[config.mk]
export PLATFORM = sky130hd
export DESIGN_NAME = rrw_qsine
export DESIGN_NICKNAME = d
export VERILOG_FILES = /design/src/rtl/core/rrw_pkg.sv /design/src/rtl/core/rrw_qsine.sv
export SDC_FILE = /design/constraint.sdc
export NUM_CORES = 2
export LEC_CHECK = 0
export ABC_CLOCK_PERIOD_IN_PS = 18140
export BUFFER_PORTS_ARGS = -buffer_cell sky130_fd_sc_hd__buf_2
export CORE_ASPECT_RATIO = 1.4
export CORE_MARGIN = 10
export CORE_UTILIZATION = 72
export CTS_CLUSTER_DIAMETER = 200
export DETAILED_ROUTE_END_ITERATION = 8
export HOLD_SLACK_MARGIN = 0.1
export PLACE_DENSITY = 0.95
export SYNTH_ARGS = -nofsm -noshare
export SYNTH_HDL_FRONTEND = slang
export SYNTH_SLANG_ARGS = --single-unit
[constraint.sdc]
create_clock -name clk -period 18.14 [get_ports clk]
set_input_delay 1.814 -clock clk [delete_from_list [all_inputs] [get_ports clk]]
set_output_delay 1.814 -clock clk [all_outputs]
set_load 0.02 [all_outputs]
[src/rtl/core/rrw_pkg.sv]
`timescale 1ns / 1ps
package rrw_pkg;

  localparam int COORD_W   = 20;
  localparam int DIFF_W    = 21;
  localparam int D2_W      = 42;
  localparam int ROOT_W    = 21;
  localparam int SQREM_W   = 23;
  localparam int RAD_W     = 19;
  localparam int STR_W     = 8;
  localparam int ANIM_W    = 16;
  localparam int CFG_W     = 20;
  localparam int CFG_IDX_W = 3;
  localparam int QS_W      = 17;

  localparam int COORD_FRAC_BITS_DEF = 8;
  localparam int SINE_ADDR_BITS_DEF  = 10;

  localparam int COORD_MAX_I = 524287;
  localparam int COORD_MIN_I = -524288;

  localparam logic [CFG_IDX_W-1:0] REG_CENTER_X = 3'd0;
  localparam logic [CFG_IDX_W-1:0] REG_CENTER_Y = 3'd1;
  localparam logic [CFG_IDX_W-1:0] REG_RADIUS   = 3'd2;
  localparam logic [CFG_IDX_W-1:0] REG_STRENGTH = 3'd3;
  localparam logic [CFG_IDX_W-1:0] REG_ANIM     = 3'd4;

  localparam logic [29:0] TURNS_PER_RAD   = 30'd683565275;
  localparam logic [27:0] TURNS_PER_CYCLE = 28'd136713055;

  localparam logic [QS_W-1:0] Q_ONE = 17'd65536;
  localparam logic [12:0] SIN_C0  = 13'd5223;
  localparam logic [8:0]  SIN_C0M = 9'd307;
  localparam logic [15:0] SIN_C1  = 16'd42334;
  localparam logic [16:0] SIN_C2  = 17'd102944;

  typedef struct packed {
    logic signed [COORD_W-1:0] point_x;
    logic signed [COORD_W-1:0] point_y;
  } rrw_point_t;

  typedef struct packed {
    logic signed [COORD_W-1:0] warped_x;
    logic signed [COORD_W-1:0] warped_y;
    logic                      was_moved;
  } rrw_warp_t;

endpackage

[src/rtl/core/rrw_qsine.sv]
`timescale 1ns / 1ps
module rrw_qsine (
  input  logic                     clk,
  input  logic                     en,
  input  logic [rrw_pkg::QS_W-1:0] v_in,
  output logic [rrw_pkg::QS_W-1:0] f_out
);
  import rrw_pkg::*;

  logic [QS_W-1:0] v1, v2, v3, v4;
  logic [QS_W-1:0] w1, w2, w3;
  logic [12:0]     t0;
  logic [15:0]     t1;
  logic [16:0]     t2;

  logic [33:0] vv;
  logic [25:0] pa;
  logic [29:0] pb;
  logic [32:0] pc;
  logic [33:0] pe;

  assign vv = v_in * v_in;
  assign pa = w1 * SIN_C0M;
  assign pb = w2 * t0;
  assign pc = w3 * t1;
  assign pe = v4 * t2;

  always_ff @(posedge clk) begin
    if (en) begin
      v1 <= v_in;
      w1 <= vv[32:16];
      v2 <= v1;
      w2 <= w1;
      t0 <= SIN_C0 - 13'(pa[25:16]);
      v3 <= v2;
      w3 <= w2;
      t1 <= SIN_C1 - 16'(pb[29:16]);
      v4 <= v3;
      t2 <= SIN_C2 - pc[32:16];
      f_out <= pe[32:16];
    end
  end
endmodule

==> impl_metrics.toml <==
[floorplan]
core_um2 = 54090
ioPinCount = 36
rows = 101
die-area_um2 = 64330
die_x_um = 217.2
initial_core_util_pct = 72.50
die_h_um = 296.1

[yosys]
synth.top_cells.by_area = "fa_1 41%, ha_1 15%, edfxtp_1 14%, inv_1 9.5%, nand2_1 5.5%"
synth-edff-count = 180
syn_avg_cell_area_um2 = 9.796
synth_ff_type = "edfxtp_1"
ys.warnings.count = 0
yosysTopAreaCell = "fa_1"
synth_seq_cells = 180
syn_area_um2 = 39210
synth_top_area_share_pct = 41.10
netlist_instances = 4003
synth.distinct_cells = 62
synth.top_cells.by_count = "991 x inv_1, 805 x fa_1, 576 x nand2_1, 460 x ha_1, 327 x and2_1"
yosysSeqAreaShare_pct = 13.78
yosysMostFrequentCell = "inv_1"
syn-num-nets = 5287
async_flop_share_pct = 0

[sta]
tns_ns = 0
fin_worst_skew_ns = 0.02684
clock.fmax_ghz = 0.1156
slew_viol_final = 0
relSlewSlack_pct = 35.28
tightest_slew_ns = 0.9707
grt_setup_unrepaired = "no"
finalHoldViolCount = 0
post-route-period-util_pct = 47.70
worst_hold_slack_ns = 0.4163
setup_violations = 0
period_needed_ns = 8.653

[cts]
path_clk_slew_ns = 0.08
clock_path_buffers = 2
cts_root_buffer = "clkbuf_16"
cts.sinks = 180
holdBufCountCts = 0
cts_inserted_buffers = 17
cts_resized = 0
cts_setup_buffers = 0
cts_tree = "yes"
insertion_delay_ns = 0.51
htreeDepth = 4

[hold_path]
hp-class = "reg -> reg"
holdPathStages = 0
hold_path_end = "v4[13]$_DFFE_PP_"
hold_start = "v3[13]$_DFFE_PP_"

[placed_design]
post-dp-hpwl_mm = 72.72
place.gp.congestion = 0.9568
port_buffers = 35

[worst_setup_path]
timing.setup.critical_path_class = "reg -> reg"
path_common_cell = "fa_1"
slowest_stage = "edfxtp_1"
startpoint_type = "register"
r2r_slack_ns = 9.49
crit_arrival_ns = 8.97
reg2reg_depth = 26
r2r-start = "w3[7]$_DFFE_PP_"
cp_slowest_stage_delay_ns = 0.90
endpoint_kind = "register"
required_ns = 18.46
reg2reg_to = "t2[16]$_DFFE_PP_"
cp_max_fo = 16

[drt]
ant_nets = 0
viasPerCell = 6.090
drt_wl_total_mm = 95.42
drt-initial-drc-count = 2040
routedWlPerCell_um = 20.52
num_vias = 28320
drc_errors = 0
detail_route.first_pass.iterations = 6

[finish]
area_growth_pct = 2.980
fin_nets = 5199
drive_gt1_share_pct = 2.164

[global_routing]
grt_pass1_vias = 32870
grt_max_degree = 78
grt_overflow = 0
grtUsageTotal_pct = 31.58
grt_pass1_wl_mm = 159.1
antenna_found_initial = 1

[run_status]
status = "complete, no violations"

[run]
maxCapViolations = 0
[per-stage QoR]
stage          worst slack (ns)  instances  instance area (um2)  util (%)
2_1_floorplan             10.61       4003                39210         -
5_1_grt                   9.156       4649                40380     74.66
3_3_place_gp              10.09       4617                39770     73.53
3_5_place_dp              9.845       4617                39770     73.53
6_report                  9.487       4650                40380     74.66
4_1_cts                   9.885       4649                40380     74.66
[worst max path at each step]
| stage | start | to | slack, ns |
|---|---|---|---|
| 2_1_floorplan | v_in[10] | w1[16]$_DFFE_PP_ | 10.61 |
| 3_3_place_gp | v_in[11] | w1[16]$_DFFE_PP_ | 10.09 |
| 6_report | w3[7]$_DFFE_PP_ | t2[16]$_DFFE_PP_ | 9.49 |
| 5_1_grt | w3[7]$_DFFE_PP_ | t2[16]$_DFFE_PP_ | 9.16 |
| 3_5_place_dp | v_in[11] | w1[16]$_DFFE_PP_ | 9.84 |
| 4_1_cts | w3[7]$_DFFE_PP_ | t2[16]$_DFFE_PP_ | 9.89 |
[worst max-delay path: cells and delay by family (launching register included)]
| family | cells | cell delay (ns) |
|---|---|---|
| and+or+nand+nor | 5 | 1.14 |
| buffers and inverters | 5 | 0.27 |
| AOI/OAI and AO/OA | 7 | 2.38 |
| DFF | 1 | 0.90 |
| adders and majority gates | 8 | 3.56 |
| xor gates and xnor gates | 1 | 0.24 |
[registers in the layout, summed over array words and instances, names as in the netlist]
name   cells
f_out     17
t0        11
t1        16
t2        17
v1        17
v2        17
v3        17
v4        17
w1        17
w2        17
w3        17
[cell type report]
cell class              instances  area (um2)
multi-input cells            2686       29530
diodes                          1       2.502
flip-flops and latches        180        5405
clock inverters                15       182.7
well taps                     721       902.1
inverters                     991        3720
clock buffers                  17       425.4
fillers                      3233       13700
repair buffers                 39       211.5
[logic make-up after synthesis]
kind of cell	share of synthesized area, %
DFF	13.78
buffers and inverters	10.90
AOI/OAI and AO/OA	3.657
muxes	0.1053
xor gates and xnor gates	2.479
and+or+nand+nor	13.30
adders and majority gates	55.77
[routing by layer]
metal | vias to the layer above | global-route usage [%] | wire (um)
li1 | 11810 | - | -
met1 | 14050 | 33.01 | 29270
met2 | 1752 | 55.67 | 49940
met3 | 702 | 5.878 | 8477
met4 | 2 | 23.99 | 7722
met5 | - | 0 | 13
[placed cells by master, fill, tap and decap left out, types with 13 or more instances in the layout]
| master | count |
|---|---|
| a21o_1 | 20 |
| a21oi_1 | 57 |
| and2_1 | 327 |
| and3_1 | 13 |
| buf_2 | 34 |
| clkbuf_16 | 17 |
| edfxtp_1 | 180 |
| fa_1 | 805 |
| ha_1 | 460 |
| inv_1 | 991 |
| nand2_1 | 576 |
| nand3_1 | 20 |
| nor2_1 | 68 |
| nor2b_1 | 17 |
| nor3_1 | 27 |
| o21a_1 | 17 |
| o21ai_0 | 36 |
| xnor2_1 | 60 |
| xor2_1 | 51 |
Power is left out: the tool's default activity adds up to more than one toggle a clock period on the data nets, which glitch-free logic cannot reach.
