[config.mk]
export PLATFORM = sky130hd
export DESIGN_NAME = rrw_div_cell
export DESIGN_NICKNAME = d
export VERILOG_FILES = /design/src/rtl/core/rrw_div_cell.sv
export SDC_FILE = /design/constraint.sdc
export NUM_CORES = 1
export LEC_CHECK = 0
export BUFFER_PORTS_ARGS = -buffer_cell sky130_fd_sc_hd__buf_2
export CAP_MARGIN = 20
export CORE_MARGIN = 3
export CORE_UTILIZATION = 35
export CTS_CLUSTER_SIZE = 20
export DETAILED_ROUTE_END_ITERATION = 8
export GPL_TIMING_DRIVEN = 1
export PLACE_DENSITY = 0.59
export REMOVE_ABC_BUFFERS = 1
export SYNTH_ARGS = -nofsm -noshare
export SYNTH_HDL_FRONTEND = slang
export SYNTH_SLANG_ARGS = --single-unit
[constraint.sdc]
create_clock -name clk -period 3.6 [get_ports clk]
set_clock_uncertainty 0.15 [all_clocks]
set_input_delay 0.54 -clock clk [delete_from_list [all_inputs] [get_ports clk]]
set_output_delay 0.54 -clock clk [all_outputs]
set_load 0.1 [all_outputs]
[src/rtl/core/rrw_div_cell.sv]
`timescale 1ns / 1ps
module rrw_div_cell #(
  parameter int DW = 21,
  parameter int QW = 16
) (
  input  logic          clk,
  input  logic          en,
  input  logic [DW-1:0] den,
  input  logic [DW-1:0] rem_in,
  input  logic [QW-1:0] low_in,
  output logic [DW-1:0] rem_out,
  output logic [QW-1:0] low_out
);
  logic [DW:0] acc;
  logic        fits;

  assign acc  = {rem_in, low_in[QW-1]};
  assign fits = acc >= {1'b0, den};

  always_ff @(posedge clk) begin
    if (en) begin
      if (fits) begin
        rem_out <= DW'(acc - {1'b0, den});
        low_out <= {low_in[QW-2:0], 1'b1};
      end else begin
        rem_out <= DW'(acc);
        low_out <= {low_in[QW-2:0], 1'b0};
      end
    end
  end
endmodule

==> results_dict.tcl, run 1 <==
set metrics [dict create \
    yosysTopAreaCell "edfxtp_1" \
    grt_use_met2_pct 24.2 \
    wire_per_inst_um 13.5 \
    hold_class "in -> reg" \
    internal_power_w 0.000918 \
    cp_slowest_cell "fa_1" \
    postCtsSetupRepairBufs 0 \
    rsz0062_at_grt "no" \
    powerDensity_nw_per_um2 513 \
    yosysWarnings 0 \
    p_sw_share_pct 45.1 \
    cap_violations 0 \
    grt-ovfl-total 0 \
    slew_headroom_pct 40.7 \
    async_flop_share_pct 0 \
    slew_violations 0 \
    first_pass_iters 4 \
    postCtsHoldBufs 0 \
    viasPerCell 5.01 \
    fin_crit_sh_pct 81.1 \
    nFillCells 694 \
    clock_sinks 37 \
    drt_iter0_drc 141 \
    tightest_slew_ps 889 \
    drc 0 \
    synth_area_leaders "edfxtp_1 44%, ha_1 10%, o21ai_0 5.5%" \
    port_buffers 96 \
    met1_usage_pct 19.7 \
    tritoncts "done" \
    stdcell_count 459 \
    grtUsageTotal_pct 15.1 \
    place.gp.congestion 0.890 \
    grt_most_used_layer "met2" \
    path_clk_slew_ps 70 \
    syn_to_final_growth_pct 27.5 \
    final_antenna_net_count 0 \
    ys.flop_type "edfxtp_1" \
    yosys-top-cells-count "37 x edfxtp_1, 34 x nand2_1, 29 x inv_1" \
    synth.most_common_cell "edfxtp_1" \
    min-delay-start "low_in[2]" \
    crit_chain "buf_2 > inv_1 > ha_1 > inv_1 > fa_1 > a21oi_1 > o21ai_0 > a21oi_1 > a21oi_2 > o32ai_4 > inv_1 > mux2_2" \
    grt_pass1_wl_um 10400 \
    cts-htree-levels 2 \
    pwr-share-seq_pct 33.4 \
    cp.required_ps 3490 \
    cts_resized 0 \
    synth_edf_count 37 \
    tns_ps 0 \
    dieArea_um2 8350 \
    synth.distinct_cells 41 \
    netlist_instances 264 \
    syn_area_per_cell_um2 9.67 \
    use_met3_pct 3.40 \
    dp.cells 451 \
    crit_top_cell "inv_1" \
    min_to "low_out[3]$_DFFE_PP_" \
    status "completed" \
    cts_inserted_buffers 5 \
    antenna_found_initial 0 \
    max_stage_delay_ps 400 \
    p_leak_nw 1.46 \
    grt_pass1_vias 2262 \
    p_sw_w 0.000753 \
    crit_path_end_kind "flop" \
    cts_root_buf "clkbuf_8" \
    fmax_mhz 343 \
    pwr-share-clk_pct 21.6 \
    synthesis.area_um2 2550 \
    critPathKind "in -> reg" \
    finalSetupViolCount 0 \
    num_rows 30 \
    initial_core_util_pct 36.8 \
    drive_above_1_share_pct 31.7 \
    die-height_um 91.4 \
    grt_max_degree 38 \
    cts_buffer_depth 2 \
    diodes 0 \
    fp.dieW_um 91.4 \
    min_period_ps 2920 \
    hold_depth 1 \
    core_um2 6940 \
    cp-start-kind "input pin" \
    dr_total_vias 2300 \
    routed_wirelength_um 6220 \
    critPathMaxFanout 12 \
    ys_ff_latch 37 \
    synth-seq-area-share_pct 43.5 \
    arrival_ps 2810 \
    dpl.hpwl_um 4990 \
    ir_worst_vdd_v 0.000183 \
    pwr-share-comb_pct 45.1 \
    final_nets 444 \
    synth_top_area_share_pct 43.5 \
    finalHoldViolations 0 \
    ios 97 \
]
[worst max path at each step]
stage	startpoint	end	cells past startpoint
after floorplan	low_in[15]	rem_out[11]$_DFFE_PP_	11
after global placement	low_in[15]	rem_out[17]$_DFFE_PP_	12
after detailed placement	low_in[15]	rem_out[17]$_DFFE_PP_	12
after CTS	low_in[15]	rem_out[17]$_DFFE_PP_	12
after global routing	low_in[15]	rem_out[7]$_DFFE_PP_	12
final	low_in[15]	rem_out[11]$_DFFE_PP_	12
[cells by family after synthesis]
logic type / Yosys count / share of synthesized area (%)
AOI/OAI and AO/OA: 88 / 21.5
and+or+nand+nor: 61 / 11.1
xor gates and xnor gates: 16 / 5.49
buffers and inverters: 37 / 5.98
adders and majority gates: 22 / 11.1
DFF: 37 / 43.5
muxes: 3 / 1.32
[sequential cells by signal (all words and copies together), names as in the netlist]
register	flops
rem_out	21
low_out	16
[placed cells by master (no fill, tap or decap), types with 2 or more instances in the layout]
cell / n
buf_2: 96
edfxtp_1: 37
nand2_1: 34
inv_1: 29
o21ai_0: 28
a21oi_1: 26
ha_1: 21
xnor2_1: 11
nand3_1: 6
a21o_1: 6
nor2_1: 5
xor2_1: 5
clkbuf_8: 5
nand4_1: 4
o211ai_1: 4
a31oi_1: 4
o21bai_1: 3
nor2b_1: 3
o21a_1: 3
o31ai_1: 3
mux2_2: 3
buf_4: 3
or2_2: 2
a2111o_1: 2
and2_1: 2
[power groups by stage]
stage,clock network (W),logic [W],registers (W)
5_1_grt,0.000393,0.000805,0.000564
6_report,0.000360,0.000753,0.000558
3_5_place_dp,0,0.000755,0.000567
3_3_place_gp,0,0.000750,0.000566
4_1_cts,0.000375,0.000756,0.000558
2_1_floorplan,0,0.000210,0.000961
[layout make-up]
type	instances	area, um^2	area share (%)
Multi-Input combinational cell	190	1300	40.0
Tap cell	96	120	3.69
Inverter	29	109	3.35
Sequential cell	37	1110	34.2
Clock buffer	5	68.8	2.12
Clock inverter	3	41.3	1.27
Timing Repair Buffer	99	503	15.5
[metrics by stage]
stage | setup WS, ps | total power, W | area (um^2) | hold slack, ps | utilization (%)
after detailed placement | 334 | 0.00132 | 3140 | 568 | 45.3
after floorplan | 116 | 0.00117 | 2510 | 489 | -
after global routing | 476 | 0.00176 | 3250 | 256 | 46.8
after global placement | 435 | 0.00132 | 3140 | 566 | 45.3
final | 682 | 0.00167 | 3250 | 277 | 46.8
after CTS | 643 | 0.00169 | 3250 | 264 | 46.8
[metal layers]
layer | wire length [um] | vias to the layer above
li1 | - | 1154
met1 | 2840 | 1051
met2 | 2850 | 87
met3 | 449 | 8
met4 | 77 | 0
met5 | 0 | -
[critical path: cells and delay by family]
kind | cells | cell delay, ps
compound gates | 5 | 1080
fa+ha+maj | 2 | 540
buf+inv | 4 | 330
mux | 1 | 290
Note: power is estimated with default switching activity, not from simulation.
==> inputs of run 2 (changes only) <==
==> constraint.sdc (replaced) <==
create_clock -name clk -period 3 [get_ports clk]
set_clock_uncertainty 0.15 [all_clocks]
set_input_delay 0.45 -clock clk [delete_from_list [all_inputs] [get_ports clk]]
set_output_delay 0.45 -clock clk [all_outputs]
set_load 0.1 [all_outputs]
==> run 2 against run 1 <==
Die area stayed put. Sequential share of layout area is 1.1 points lower. Count of clock-buffer cells in the layout stayed put. Power is 17% higher. Non-clock buffer count is 17 higher. Via count is 0.43% lower. Final cell count is 3.7% higher. Highest routed layer unchanged.
==> results_dict.tcl, run 2 (synthesized netlist as in run 1, its figures left out) <==
set metrics [dict create \
    slew_headroom_pct 43.5 \
    crit_chain "buf_2 > inv_1 > ha_1 > inv_1 > fa_1 > a21oi_1 > o21ai_0 > a21oi_1 > a21oi_2 > o32ai_4 > buf_4 > o21ai_0" \
    antenna_found_initial 0 \
    cts-htree-levels 2 \
    path_clk_slew_ps 80 \
    ir_worst_vdd_v 0.000179 \
    initial_core_util_pct 36.8 \
    grt-ovfl-total 0 \
    rsz0062_at_grt "no" \
    critPathMaxFanout 20 \
    powerDensity_nw_per_um2 583 \
    postCtsSetupRepairBufs 0 \
    finalSetupViolCount 0 \
    postCtsHoldBufs 0 \
    dpl.hpwl_um 5020 \
    cap_violations 0 \
    grtUsageTotal_pct 15.3 \
    die-height_um 91.4 \
    drt_iter0_drc 130 \
    cts_buffer_depth 2 \
    dp.cells 468 \
    critPathKind "in -> reg" \
    clock_sinks 37 \
    status "completed" \
    hold_class "in -> reg" \
    dieArea_um2 8350 \
    grt_max_degree 38 \
    cts_inserted_buffers 5 \
    drive_above_1_share_pct 35.0 \
    fmax_mhz 363 \
    grt_pass1_vias 2296 \
    num_rows 30 \
    largest-register "rem_out" \
    cp_slowest_cell "fa_1" \
    core_um2 6940 \
    cp-start-kind "input pin" \
    holdWs_ps 180 \
    cp.required_ps 2890 \
    ios 97 \
    dr_total_vias 2290 \
    reg_top3 "rem_out (21), low_out (16)" \
    min_period_ps 2750 \
    slew_violations 0 \
    cts_resized 0 \
    syn_to_final_growth_pct 31.5 \
    max_stage_delay_ps 410 \
    drc 0 \
    port_buffers 96 \
    grt_pass1_wl_um 10400 \
    utilization_pct 48.3 \
    tightest_slew_ps 848 \
    arrival_ps 2650 \
    finalHoldViolations 0 \
    stdcell_count 476 \
    crit_path_end_kind "flop" \
    place.gp.congestion 0.855 \
    final_antenna_net_count 0 \
    viasPerCell 4.81 \
    wire_per_inst_um 13.3 \
    diodes 0 \
    final_common_cell "buf_2" \
    cts_root_buf "clkbuf_8" \
    first_pass_iters 4 \
    fp.dieW_um 91.4 \
    final_nets 461 \
    p_leak_nw 1.54 \
    routed_wirelength_um 6330 \
    layout_common_cells "96 x buf_2, 37 x edfxtp_1, 34 x nand2_1" \
    fin_crit_sh_pct 91.8 \
    cp-endpoint "rem_out[7]$_DFFE_PP_" \
    tritoncts "done" \
    largest_register_ffs 21 \
    startpoint "low_in[15]" \
]
[run 2: changes by cell type in the layout (fill, tap and decap cells not counted), sizes merged]
| cell | delta |
|---|---|
| bufinv | -1 |
| clkinv | +1 |
| buf | +17 |
[run 2: where the power goes]
group          switching [W]  leakage [nW]  internal (W)
logic               0.000709          1.13      0.000227
clock network       0.000192        0.0439      0.000160
registers          0.0000142         0.362      0.000653
total               0.000915          1.54       0.00104
[run 2: through the flow]
step	cell area (um^2)	setup slack [ps]	power (W)	TNS, ps
final	3360	246	0.00196	0
after global routing	3360	55.0	0.00205	0
after CTS	3360	223	0.00197	0
after detailed placement	3270	-68.7	0.00162	-406
after global placement	3270	74.6	0.00161	0
after floorplan	2510	-394	0.00141	-4400
[run 2: worst min-delay path by stage]
| stage | slack [ps] | end | start | cells after the start |
|---|---|---|---|---|
| 6_report | 180 | low_out[6]$_DFFE_PP_ | low_in[5] | 1 |
| 5_1_grt | 160 | low_out[10]$_DFFE_PP_ | low_in[9] | 1 |
| 4_1_cts | 170 | low_out[10]$_DFFE_PP_ | low_in[9] | 1 |
| 3_5_place_dp | 480 | low_out[10]$_DFFE_PP_ | low_in[9] | 1 |
| 3_3_place_gp | 480 | low_out[5]$_DFFE_PP_ | low_in[4] | 1 |
| 2_1_floorplan | 400 | low_out[10]$_DFFE_PP_ | low_in[9] | 0 |
[run 2: area by class of cell]
type	count	area [um^2]
Timing Repair Buffer	116	631
Clock buffer	5	68.8
Tap cell	96	120
Clock inverter	3	17.5
Inverter	29	109
Fill cell	696	3590
Multi-Input combinational cell	190	1300
Sequential cell	37	1110
[run 2: worst max-delay path, delay by kind of cell]
family	cells	cell delay (ps)
fa+ha+maj	2	570
buf+inv	4	510
compound gates	6	1120
[run 2: routing by layer]
layer	vias to the layer above	GRT usage [%]	part of all wire, %
met4	0	4.90	1.4
met2	77	25.3	45
met5	-	0	0
li1	1193	-	-
met3	6	3.48	6.2
met1	1014	19.7	47
