File: src/rtl/core/rrw_pkg.sv
`timescale 1ns / 1ps
package rrw_pkg;

  localparam int COORD_W   = 20;
  localparam int DIFF_W    = 21;
  localparam int D2_W      = 42;
  localparam int ROOT_W    = 21;
  localparam int SQREM_W   = 23;
  localparam int RAD_W     = 19;
  localparam int STR_W     = 8;
  localparam int ANIM_W    = 16;
  localparam int CFG_W     = 20;
  localparam int CFG_IDX_W = 3;
  localparam int QS_W      = 17;

  localparam int COORD_FRAC_BITS_DEF = 8;
  localparam int SINE_ADDR_BITS_DEF  = 10;

  localparam int COORD_MAX_I = 524287;
  localparam int COORD_MIN_I = -524288;

  localparam logic [CFG_IDX_W-1:0] REG_CENTER_X = 3'd0;
  localparam logic [CFG_IDX_W-1:0] REG_CENTER_Y = 3'd1;
  localparam logic [CFG_IDX_W-1:0] REG_RADIUS   = 3'd2;
  localparam logic [CFG_IDX_W-1:0] REG_STRENGTH = 3'd3;
  localparam logic [CFG_IDX_W-1:0] REG_ANIM     = 3'd4;

  localparam logic [29:0] TURNS_PER_RAD   = 30'd683565275;
  localparam logic [27:0] TURNS_PER_CYCLE = 28'd136713055;

  localparam logic [QS_W-1:0] Q_ONE = 17'd65536;
  localparam logic [12:0] SIN_C0  = 13'd5223;
  localparam logic [8:0]  SIN_C0M = 9'd307;
  localparam logic [15:0] SIN_C1  = 16'd42334;
  localparam logic [16:0] SIN_C2  = 17'd102944;

  typedef struct packed {
    logic signed [COORD_W-1:0] point_x;
    logic signed [COORD_W-1:0] point_y;
  } rrw_point_t;

  typedef struct packed {
    logic signed [COORD_W-1:0] warped_x;
    logic signed [COORD_W-1:0] warped_y;
    logic                      was_moved;
  } rrw_warp_t;

endpackage

File: src/rtl/core/rrw_sqrt_cell.sv
`timescale 1ns / 1ps
module rrw_sqrt_cell (
  input  logic                         clk,
  input  logic                         en,
  input  logic [rrw_pkg::D2_W-1:0]     rad_in,
  input  logic [rrw_pkg::SQREM_W-1:0]  rem_in,
  input  logic [rrw_pkg::ROOT_W-1:0]   root_in,
  output logic [rrw_pkg::D2_W-1:0]     rad_out,
  output logic [rrw_pkg::SQREM_W-1:0]  rem_out,
  output logic [rrw_pkg::ROOT_W-1:0]   root_out
);
  import rrw_pkg::*;

  logic [SQREM_W+1:0] acc;
  logic [SQREM_W+1:0] trial;
  logic               fits;

  assign acc   = {rem_in, rad_in[D2_W-1 -: 2]};
  assign trial = (SQREM_W+2)'({root_in, 2'b01});
  assign fits  = acc >= trial;

  always_ff @(posedge clk) begin
    if (en) begin
      rad_out <= {rad_in[D2_W-3:0], 2'b00};
      if (fits) begin
        rem_out  <= SQREM_W'(acc - trial);
        root_out <= {root_in[ROOT_W-2:0], 1'b1};
      end else begin
        rem_out  <= SQREM_W'(acc);
        root_out <= {root_in[ROOT_W-2:0], 1'b0};
      end
    end
  end
endmodule

File: config.mk
export PLATFORM = sky130hd
export DESIGN_NAME = rrw_sqrt_cell
export DESIGN_NICKNAME = d
export VERILOG_FILES = /design/src/rtl/core/rrw_pkg.sv /design/src/rtl/core/rrw_sqrt_cell.sv
export SDC_FILE = /design/constraint.sdc
export NUM_CORES = 1
export LEC_CHECK = 0
export BUFFER_PORTS_ARGS = -buffer_cell sky130_fd_sc_hd__buf_2
export CELL_PAD_IN_SITES_DETAIL_PLACEMENT = 0
export CELL_PAD_IN_SITES_GLOBAL_PLACEMENT = 2
export CORE_MARGIN = 4
export CORE_UTILIZATION = 31
export CTS_CLUSTER_SIZE = 30
export DETAILED_ROUTE_END_ITERATION = 8
export PLACE_DENSITY_LB_ADDON = 0.3
export REMOVE_ABC_BUFFERS = 1
export SETUP_SLACK_MARGIN = 0.2
export SYNTH_ARGS = -nofsm -noshare
export SYNTH_HDL_FRONTEND = slang
export SYNTH_SLANG_ARGS = --single-unit
File: constraint.sdc
create_clock -name clk -period 3.86 [get_ports clk]
set_input_delay 1.158 -clock clk [delete_from_list [all_inputs] [get_ports clk]]
set_output_delay 1.158 -clock clk [all_outputs]
set_load 0.01 [all_outputs]
==> qor.txt, run 1 <==
Critical Path Source Type: input pin
Critical Path RT: 3960 ps
Internal: 1.82 mW
row count: 43
total core area: 13800 um^2
Worst Setup Slack post-DPL: 164 ps
Yosys Warn Count: 0
Hold Path Depth: 1
GP Congestion: 0.772
TritonCTS Buffers: 9
most frequent cells in the layout: buf_2 (170), edfxtp_1 (84), inv_1 (30)
setup_tns: 0 ps
post-synth top area cell: edfxtp_1
first-pass GRT wire length: 17700 um
Slew Limit Fails: 0
clk sink count: 84
outcome: completed
Arr. time, crit path: 3400 ps
diode count: 0
commonest non-fill, non-tap cell in the layout: buf_2
combinational share of power: 0.217
CTS Root Cell: clkbuf_16
overall routing resource usage: 0.141
synthesis-to-layout area growth: 32.0%
Cell Pwr Density: 440 nW/um^2
sequential-to-total area share from yosys stat: 0.580
Sw Ratio: 0.280
Vias/cell: 4.66
Worst-Margin Slew: 568 ps
Post-DP HPWL: 9030 um
Iteration-0 DRC Markers: 155
main area contributors after synthesis: edfxtp_1 (58%), ha_1 (6.6%), mux2_4 (2.8%), inv_1 (2.6%), mux2_2 (2.3%)
Top Ports: 174
WL per Instance: 16.3 um
routed wire length: 11500 um
DRT Pass-1 Iters: 4
share of the synthesized area in the top cell type: 0.580
initial antenna violation count: 0
CP Class: input pin to flop
Switch Pwr: 0.708 mW
register share of total power: 0.450
CTS Buffer Depth: 2
Final Setup Violations: 0
Fin. Hold Viols: 0
largest net degree at the start of global routing: 40
port bufs: 171
synthesized area per cell: 12.9 um^2
RSZ-0062 raised after global routing: false
Mapped Cells: 336
die area: 16000 um^2
Design Power: 2.53 mW
Die Ht: 126 um
global route overflow: 0
Crit. End Element: flop
Max Clock Freq: 303 MHz
asr flop ratio synth: 0
detailed-route via count: 3286
Clk network pwr share: 0.333
vias in the first global route: 3385
CTS tree: built
post-route antenna net violation count: 0
hold-fix buffers at CTS: 0
CTS clk-pin slew, worst paths: 70 ps
max cap viols: 0
Synth Flop Type: edfxtp_1
die width: 126 um
post-synth cell types: 58
fin worst setup slack: 559 ps
post-CTS sizing: 0
DR DRC count: 0
Final period util: 0.855
Post-synth EDFFs: 84
leak pwr: 2.53 nW
initial core utilization: 0.314
Post CTS Setup Buffer Count: 0
share of cells above drive strength 1: 0.438
Worst Hold Class: input pin to flop
CP max FO: 16
Max-slew headroom: 0.617
register bit total from synthesis: 84
Post-Syn Area: 4350 um^2
final layout net count: 631
H-tree depth: 3
Tmin final: 3300 ps
Peak VDD IR: 200 uV
state kept, by name, indices dropped and copies added (netlist names):
| name | flops |
|---|---|
| rad_out | 40 |
| root_out | 21 |
| rem_out | 23 |
routing by layer:
layer  global-route usage  part of all wire  routed length (um)  vias to the layer above
met5                    0                 0                   0                        -
met4               0.0429             0.013                 146                        0
met3               0.0480             0.090                1040                       12
met2                0.229              0.44                5080                      139
met1                0.179              0.45                5220                     1510
li1                     -                 -                   -                     1625
power by group through the flow:
stage	clock network (mW)	registers, mW	logic, mW
after CTS	0.873	1.14	0.559
after global routing	0.908	1.15	0.607
after detailed placement	0	1.16	0.556
after global placement	0	1.16	0.554
final	0.842	1.14	0.548
after floorplan	0	1.22	0.262
layout make-up:
class / instances / area, um^2
fill: 1376 / 8090
sequential: 84 / 2520
multi-input combinational: 209 / 1620
timing repair buffer: 185 / 963
clock buffer: 9 / 225
tap: 180 / 225
inverter: 31 / 121
clock inverter: 7 / 66.3
synthesized netlist by cell type (all sizes together), types with 2 or more instances:
cell	number
nand2b	2
inv	31
and3	3
o31ai	4
and4	3
o21ai	16
a221oi	3
or2	2
nor4	3
a21o	7
nand4	7
nand2	16
ha	23
or3	2
nor2	15
xnor2	11
nor3	6
mux2	17
and2	3
nand3	10
a21oi	18
o2111ai	2
buf	8
o21a	5
edfxtp	84
mux2i	2
o41ai	2
nor2b	2
a21boi	2
nand3b	2
clkbuf	5
xor2	5
worst paths after layout:
check         from           to  slack (ps)
min     rad_in[36]  rad_out[38]         980
max    root_in[10]   rem_out[8]         560
cell families after synthesis:
logic type / share of synthesized area
AO/OA/AOI/OAI: 0.124
XOR/XNOR: 0.0322
adder cells (fa/ha/maj): 0.0662
buffers and inverters: 0.0489
flip-flops: 0.580
multiplexers: 0.0555
other: 0.000862
AND/OR/NAND/NOR: 0.0924
per-stage QoR:
| step | hold slack [ps] | instance area (um^2) | utilization | cells |
|---|---|---|---|---|
| CTS | 970 | 5740 | 0.415 | 705 |
| detailed placement | 1340 | 5450 | 0.394 | 689 |
| finish | 984 | 5740 | 0.415 | 705 |
| floorplan | 1260 | 4260 | - | 324 |
| global placement | 1330 | 5450 | 0.394 | 689 |
| global route | 970 | 5740 | 0.415 | 705 |
critical path, cell delays in order:
cell     delay [ps]
buf_2            90
inv_1            40
ha_1            370
and4_1          310
nand4_1         170
nor4_2          430
o31ai_4          80
and2_1          200
inv_6           200
mux2_2          360
(Power assumes the default switching activity.)
==> inputs of run 2 (changes only) <==
- REMOVE_ABC_BUFFERS: 1 -> default
==> run 2 against run 1 <==
Combinational power barely moved; non-clock buffer count fell by 2; critical path depth did not move; via count rose by 1.1%; power rose by 3.1%; clock power rose by 8.9%; die area did not move; wire length rose by 1.4%; maximum frequency fell by 1.5%.
==> qor.txt, run 2 (synthesis results as in run 1) <==
initial antenna violation count: 0 (unchanged)
Hold Path Depth: 1 (unchanged)
Cell Pwr Density: 452 nW/um^2 (was 440 nW/um^2)
Critical Path RT: 3980 ps (was 3960 ps)
RSZ-0062 raised after global routing: false (unchanged)
total core area: 13800 um^2 (unchanged)
synthesis-to-layout area growth: 32.5% (was 32.0%)
final instance area: 5760 um^2 (was 5740 um^2)
CTS clk-pin slew, worst paths: 60 ps (was 70 ps)
Top reg by flops: rad_out (unchanged)
Fin. Hold Viols: 0 (unchanged)
overall routing resource usage: 0.143 (was 0.141)
Final period util: 0.868 (was 0.855)
share of cells above drive strength 1: 0.434 (was 0.438)
DR DRC count: 0 (unchanged)
max cap viols: 0 (unchanged)
setup_tns: 0 ps (unchanged)
commonest non-fill, non-tap cell in the layout: buf_2 (unchanged)
Worst Hold Class: input pin to flop (unchanged)
DRT Pass-1 Iters: 4 (unchanged)
largest net degree at the start of global routing: 44 (was 40)
WL per Instance: 16.6 um (was 16.3 um)
port bufs: 171 (unchanged)
Post CTS Setup Buffer Count: 0 (unchanged)
Vias/cell: 4.73 (was 4.66)
footprint of the multi-input gates: 1620 um^2 (unchanged)
crit path cell chain: buf_2 -> inv_1 -> ha_1 -> and4_1 -> nand4_1 -> nor4_2 -> o31ai_4 -> and2_1 -> buf_4 -> o41ai_1 (was buf_2 -> inv_1 -> ha_1 -> and4_1 -> nand4_1 -> nor4_2 -> o31ai_4 -> and2_1 -> inv_6 -> mux2_2)
post-CTS sizing: 0 (unchanged)
Largest register FFs: 40 (unchanged)
Critical Path Source Type: input pin (unchanged)
CP Class: input pin to flop (unchanged)
Peak VDD IR: 158 uV (was 200 uV)
vias in the first global route: 3344 (was 3385)
final design utilization: 0.417 (was 0.415)
clk sink count: 84 (unchanged)
leak pwr: 2.55 nW (was 2.53 nW)
Crit. End Element: flop (unchanged)
die width: 126 um (unchanged)
CTS tree: built (unchanged)
die area: 16000 um^2 (unchanged)
Slew Limit Fails: 0 (unchanged)
final layout net count: 629 (was 631)
Tmin final: 3350 ps (was 3300 ps)
Final Setup Violations: 0 (unchanged)
fill cell count: 1374 (was 1376)
Critical-path top delay cell: nor4_2 (unchanged)
outcome: completed (unchanged)
post-route antenna net violation count: 0 (unchanged)
H-tree depth: 3 (unchanged)
TritonCTS Buffers: 9 (unchanged)
initial core utilization: 0.314 (unchanged)
Arr. time, crit path: 3470 ps (was 3400 ps)
Worst-Margin Slew: 601 ps (was 568 ps)
Area after DPL: 5450 um^2 (about the same)
Die Ht: 126 um (unchanged)
Max-slew headroom: 0.599 (was 0.617)
CTS Buffer Depth: 2 (unchanged)
Design Power: 2.61 mW (was 2.53 mW)
Top Ports: 174 (unchanged)
GP Congestion: 0.819 (was 0.772)
global route overflow: 0 (unchanged)
row count: 43 (unchanged)
Post-DP HPWL: 9300 um (was 9030 um)
diode count: 0 (unchanged)
Iteration-0 DRC Markers: 86 (was 155)
routed wire length: 11600 um (was 11500 um)
CP max FO: 8 (was 16)
Register Area: 2520 um^2 (unchanged)
hold-fix buffers at CTS: 0 (unchanged)
detailed-route via count: 3323 (was 3286)
Crit path largest cell delay: 440 ps (was 430 ps)
first-pass GRT wire length: 17700 um (about the same)
largest registers: rad_out (40), rem_out (23), root_out (21) (unchanged)
CTS Root Cell: clkbuf_16 (unchanged)
Max Clock Freq: 298 MHz (was 303 MHz)
most frequent cells in the layout: buf_2 (170), edfxtp_1 (84), inv_1 (30) (unchanged)
==> run 2: cell types whose count changed in the layout (fill, tap and decap cells not counted), sizes merged <==
cell / before / now
inv: 35 / 32
buf: 185 / 183
bufinv: 0 / 2
clkinv: 1 / 3
clkinvlp: 2 / 0
clkbuf: 9 / 10
==> run 2: path summary, 6_finish.rpt <==
kind	start	to	slack (ps)
worst max-delay path	root_in[10]	rem_out[17]	510
worst min-delay path	rad_in[5]	rad_out[7]	990
==> run 2: per-layer routing <==
metal  track usage  vias to the layer above  share of wire
met5             0                        -              0
met4        0.0397                        0          0.012
met3        0.0459                       10          0.074
met2         0.230                      134           0.46
met1         0.186                     1551           0.46
li1              -                     1628              -
==> run 2: worst max-delay path: cells and delay by family <==
kind,cells,cell delay [ps]
AOI/OAI and AO/OA,2,530
adders and majority gates,1,370
buffers and inverters,3,330
and+or+nand+nor,4,1080
==> run 2: layout make-up <==
| type | count | area share |
|---|---|---|
| Clock buffer | 10 | 0.0397 |
| Clock inverter | 6 | 0.0152 |
| Inverter | 31 | 0.0211 |
| Multi-Input combinational cell | 209 | 0.281 |
| Sequential cell | 84 | 0.438 |
| Tap cell | 180 | 0.0391 |
| Timing Repair Buffer | 183 | 0.167 |
==> run 2: report_power, final <==
group,internal (mW),switching (mW),leakage (nW)
Combinational,0.251,0.299,1.57
Clock,0.568,0.349,0.157
Sequential,1.12,0.0220,0.822
==> run 2: through the flow <==
step / hold slack [ps] / std cells / setup WS (ps)
after global routing: 973 / 703 / 276
final: 993 / 703 / 509
after global placement: 1330 / 687 / 190
after floorplan: 1260 / 337 / 333
after detailed placement: 1340 / 687 / 126
after CTS: 970 / 703 / 455
==> inputs of run 3 (changes only) <==
- ABC_AREA: default -> 1
- CORE_UTILIZATION: 31 -> 28
==> run 3 against run 2 <==
Global-route usage grew 0.74 points; critical endpoint is now rem_out[16]; sequential power about the same; final cell count rose by 35%; count of clock-buffer cells in the layout decreased by 1; wire length increased by 23%; sequential share of layout area down 2.4 points; combinational power fell by 4.4%; maximum frequency grew 15%; critical path type unchanged; setup slack better by 430 ps; first-iteration DRC count up 130%.
==> qor.txt, run 3 <==
most common cell in the netlist: nand2_1 (was edfxtp_1)
Critical Path Source Type: input pin (unchanged)
H-tree depth: 3 (unchanged)
Final period util: 0.756 (was 0.868)
diode count: 0 (unchanged)
Tmin final: 2920 ps (was 3350 ps)
met3 usage: 0.0409 (was 0.0459)
CP Class: input pin to flop (unchanged)
GP Congestion: 0.816 (was 0.819)
Vias/cell: 4.39 (was 4.73)
Worst Setup EP: rem_out[16] (was rem_out[17])
Post CTS Setup Buffer Count: 0 (unchanged)
Peak VDD IR: 173 uV (was 158 uV)
Critical Path RT: 3960 ps (was 3980 ps)
Hold Path Depth: 1 (unchanged)
fin worst setup slack: 941 ps (was 509 ps)
synthesis-to-layout area growth: 29.8% (was 32.5%)
crit-path leading delay family: simple AND/OR/NAND/NOR gates (unchanged)
Crit. End Element: flop (unchanged)
share of cells above drive strength 1: 0.281 (was 0.434)
clk sink count: 84 (unchanged)
routed wire length: 14300 um (was 11600 um)
Crit path largest cell delay: 390 ps (was 440 ps)
post-synth cell types: 27 (was 58)
Max Clock Freq: 343 MHz (was 298 MHz)
Top reg by flops: rad_out (unchanged)
die width: 138 um (was 126 um)
initial core utilization: 0.284 (was 0.314)
met2 Usage GRT: 0.258 (was 0.230)
port bufs: 171 (unchanged)
row count: 47 (was 43)
CTS clk-pin slew, worst paths: 70 ps (was 60 ps)
dpl cells: 931 (was 687)
Crit. path cell count: 10 (unchanged)
CP max FO: 14 (was 8)
leak pwr: 3.16 nW (was 2.55 nW)
Yosys Warn Count: 0 (unchanged)
Post-DP HPWL: 11400 um (was 9300 um)
setup_tns: 0 ps (unchanged)
initial antenna violation count: 0 (unchanged)
Slew Limit Fails: 0 (unchanged)
Worst-Margin Slew: 645 ps (was 601 ps)
critical path startpoint: root_in[17] (was root_in[10])
Critical-path top delay cell: ha_1 (was nor4_2)
synthesized area per cell: 8.66 um^2 (was 12.9 um^2)
Top Ports: 174 (unchanged)
TritonCTS Buffers: 9 (unchanged)
DRT Pass-1 Iters: 4 (unchanged)
sequential-to-total area share from yosys stat: 0.537 (was 0.580)
Final Setup Violations: 0 (unchanged)
DR DRC count: 0 (unchanged)
CTS tree: built (unchanged)
post-synth top area cell: edfxtp_1 (unchanged)
overall routing resource usage: 0.151 (was 0.143)
crit path cell chain: buf_2 -> inv_1 -> ha_1 -> nand2_1 -> nor2_1 -> and2_1 -> nand3_2 -> buf_4 -> nand4_1 -> nand2_1 (was buf_2 -> inv_1 -> ha_1 -> and4_1 -> nand4_1 -> nor4_2 -> o31ai_4 -> and2_1 -> buf_4 -> o41ai_1)
Worst Hold Class: input pin to flop (unchanged)
fin cells: 946 (was 703)
Fin. Hold Viols: 0 (unchanged)
detailed-route via count: 4151 (was 3323)
most frequent cells in the layout: nand2_1 (206), buf_2 (170), inv_1 (105) (was buf_2 (170), edfxtp_1 (84), inv_1 (30))
Worst Setup Slack post-DPL: 500 ps (was 126 ps)
Synth Flop Type: edfxtp_1 (unchanged)
post-route antenna net violation count: 0 (unchanged)
share of the synthesized area in the top cell type: 0.537 (was 0.580)
vias in the first global route: 4244 (was 3344)
asr flop ratio synth: 0 (unchanged)
hold-fix buffers at CTS: 0 (unchanged)
RSZ-0062 raised after global routing: false (unchanged)
register bit total from synthesis: 84 (unchanged)
Mapped Cells: 542 (was 336)
commonest non-fill, non-tap cell in the layout: nand2_1 (was buf_2)
WL per Instance: 15.1 um (was 16.6 um)
Die Ht: 138 um (was 126 um)
main area contributors after synthesis: edfxtp_1 (54%), nand2_1 (16%), inv_1 (8.4%), ha_1 (6.1%), nand4_1 (3.6%) (was edfxtp_1 (58%), ha_1 (6.6%), mux2_4 (2.8%), inv_1 (2.6%), mux2_2 (2.3%))
die area: 18900 um^2 (was 16000 um^2)
Cell Pwr Density: 403 nW/um^2 (was 452 nW/um^2)
outcome: completed (unchanged)
CTS Buffer Depth: 2 (unchanged)
largest net degree at the start of global routing: 50 (was 44)
most used routing layer: met2 (unchanged)
Iteration-0 DRC Markers: 201 (was 86)
Post-Syn Area: 4700 um^2 (was 4350 um^2)
Max-slew headroom: 0.570 (was 0.599)
Post-synth EDFFs: 84 (unchanged)
global route overflow: 0 (unchanged)
total core area: 16500 um^2 (was 13800 um^2)
Arr. time, crit path: 3020 ps (was 3470 ps)
post-CTS sizing: 0 (unchanged)
final layout net count: 833 (was 629)
largest registers: rad_out (40), rem_out (23), root_out (21) (unchanged)
Buf/Inv on CP: 3 (unchanged)
Largest register FFs: 40 (unchanged)
met1 usage: 0.183 (was 0.186)
max cap viols: 0 (unchanged)
first-pass GRT wire length: 21700 um (was 17700 um)
final design utilization: 0.369 (was 0.417)
Worst Hold Launch: rad_in[16] (was rad_in[5])
CTS Root Cell: clkbuf_16 (unchanged)
most frequent cells after synthesis: nand2_1 (206), inv_1 (105), edfxtp_1 (84) (was edfxtp_1 (84), inv_1 (30), ha_1 (23))
most used cell, CP: nand2_1
-- run 3: report_power, final --
part | switching [mW] | internal, mW | leakage, nW
registers | 0.0181 | 1.11 | 0.822
logic | 0.329 | 0.197 | 2.22
clock network | 0.367 | 0.437 | 0.121
-- run 3: stage by stage --
step / cell area [um^2] / hold slack, ps / power, mW
after detailed placement: 5820 / 1340 / 1.69
after floorplan: 4700 / 1260 / 1.45
after CTS: 6100 / 973 / 2.51
after global placement: 5820 / 1330 / 1.69
final: 6100 / 991 / 2.46
after global routing: 6100 / 972 / 2.62
-- run 3: cell families (layout without fill, tap and decap cells) --
logic type                 Yosys count  in the layout  share of synthesized area
and+or+nand+nor                    294            294                      0.268
buffers and inverters              117            300                     0.0996
DFF                                 84             84                      0.537
adders and majority gates           23             23                     0.0613
AOI/OAI and AO/OA                   13             13                     0.0147
xor gates and xnor gates            10             10                     0.0187
other                                1              2                   0.000799
-- run 3: metal layers --
| layer | part of all wire | vias up |
|---|---|---|
| met5 | 0 | - |
| met4 | 0.017 | 0 |
| met3 | 0.085 | 19 |
| met2 | 0.46 | 154 |
| met1 | 0.44 | 1886 |
| li1 | - | 2092 |
-- run 3: worst min-delay path by stage --
| stage | to | slack [ps] |
|---|---|---|
| 2_1_floorplan | rad_out[10] | 1260 |
| 3_3_place_gp | rad_out[18] | 1330 |
| 3_5_place_dp | rad_out[18] | 1340 |
| 4_1_cts | rad_out[18] | 970 |
| 5_1_grt | rad_out[3] | 970 |
| 6_report | rad_out[18] | 990 |
-- run 3: cell type report --
cell class	count	area (um^2)
Fill cell	1791	10400
Sequential cell	84	2520
Multi-Input combinational cell	342	1710
Timing Repair Buffer	179	918
Inverter	106	398
Tap cell	220	275
Clock buffer	9	225
Clock inverter	6	47.5
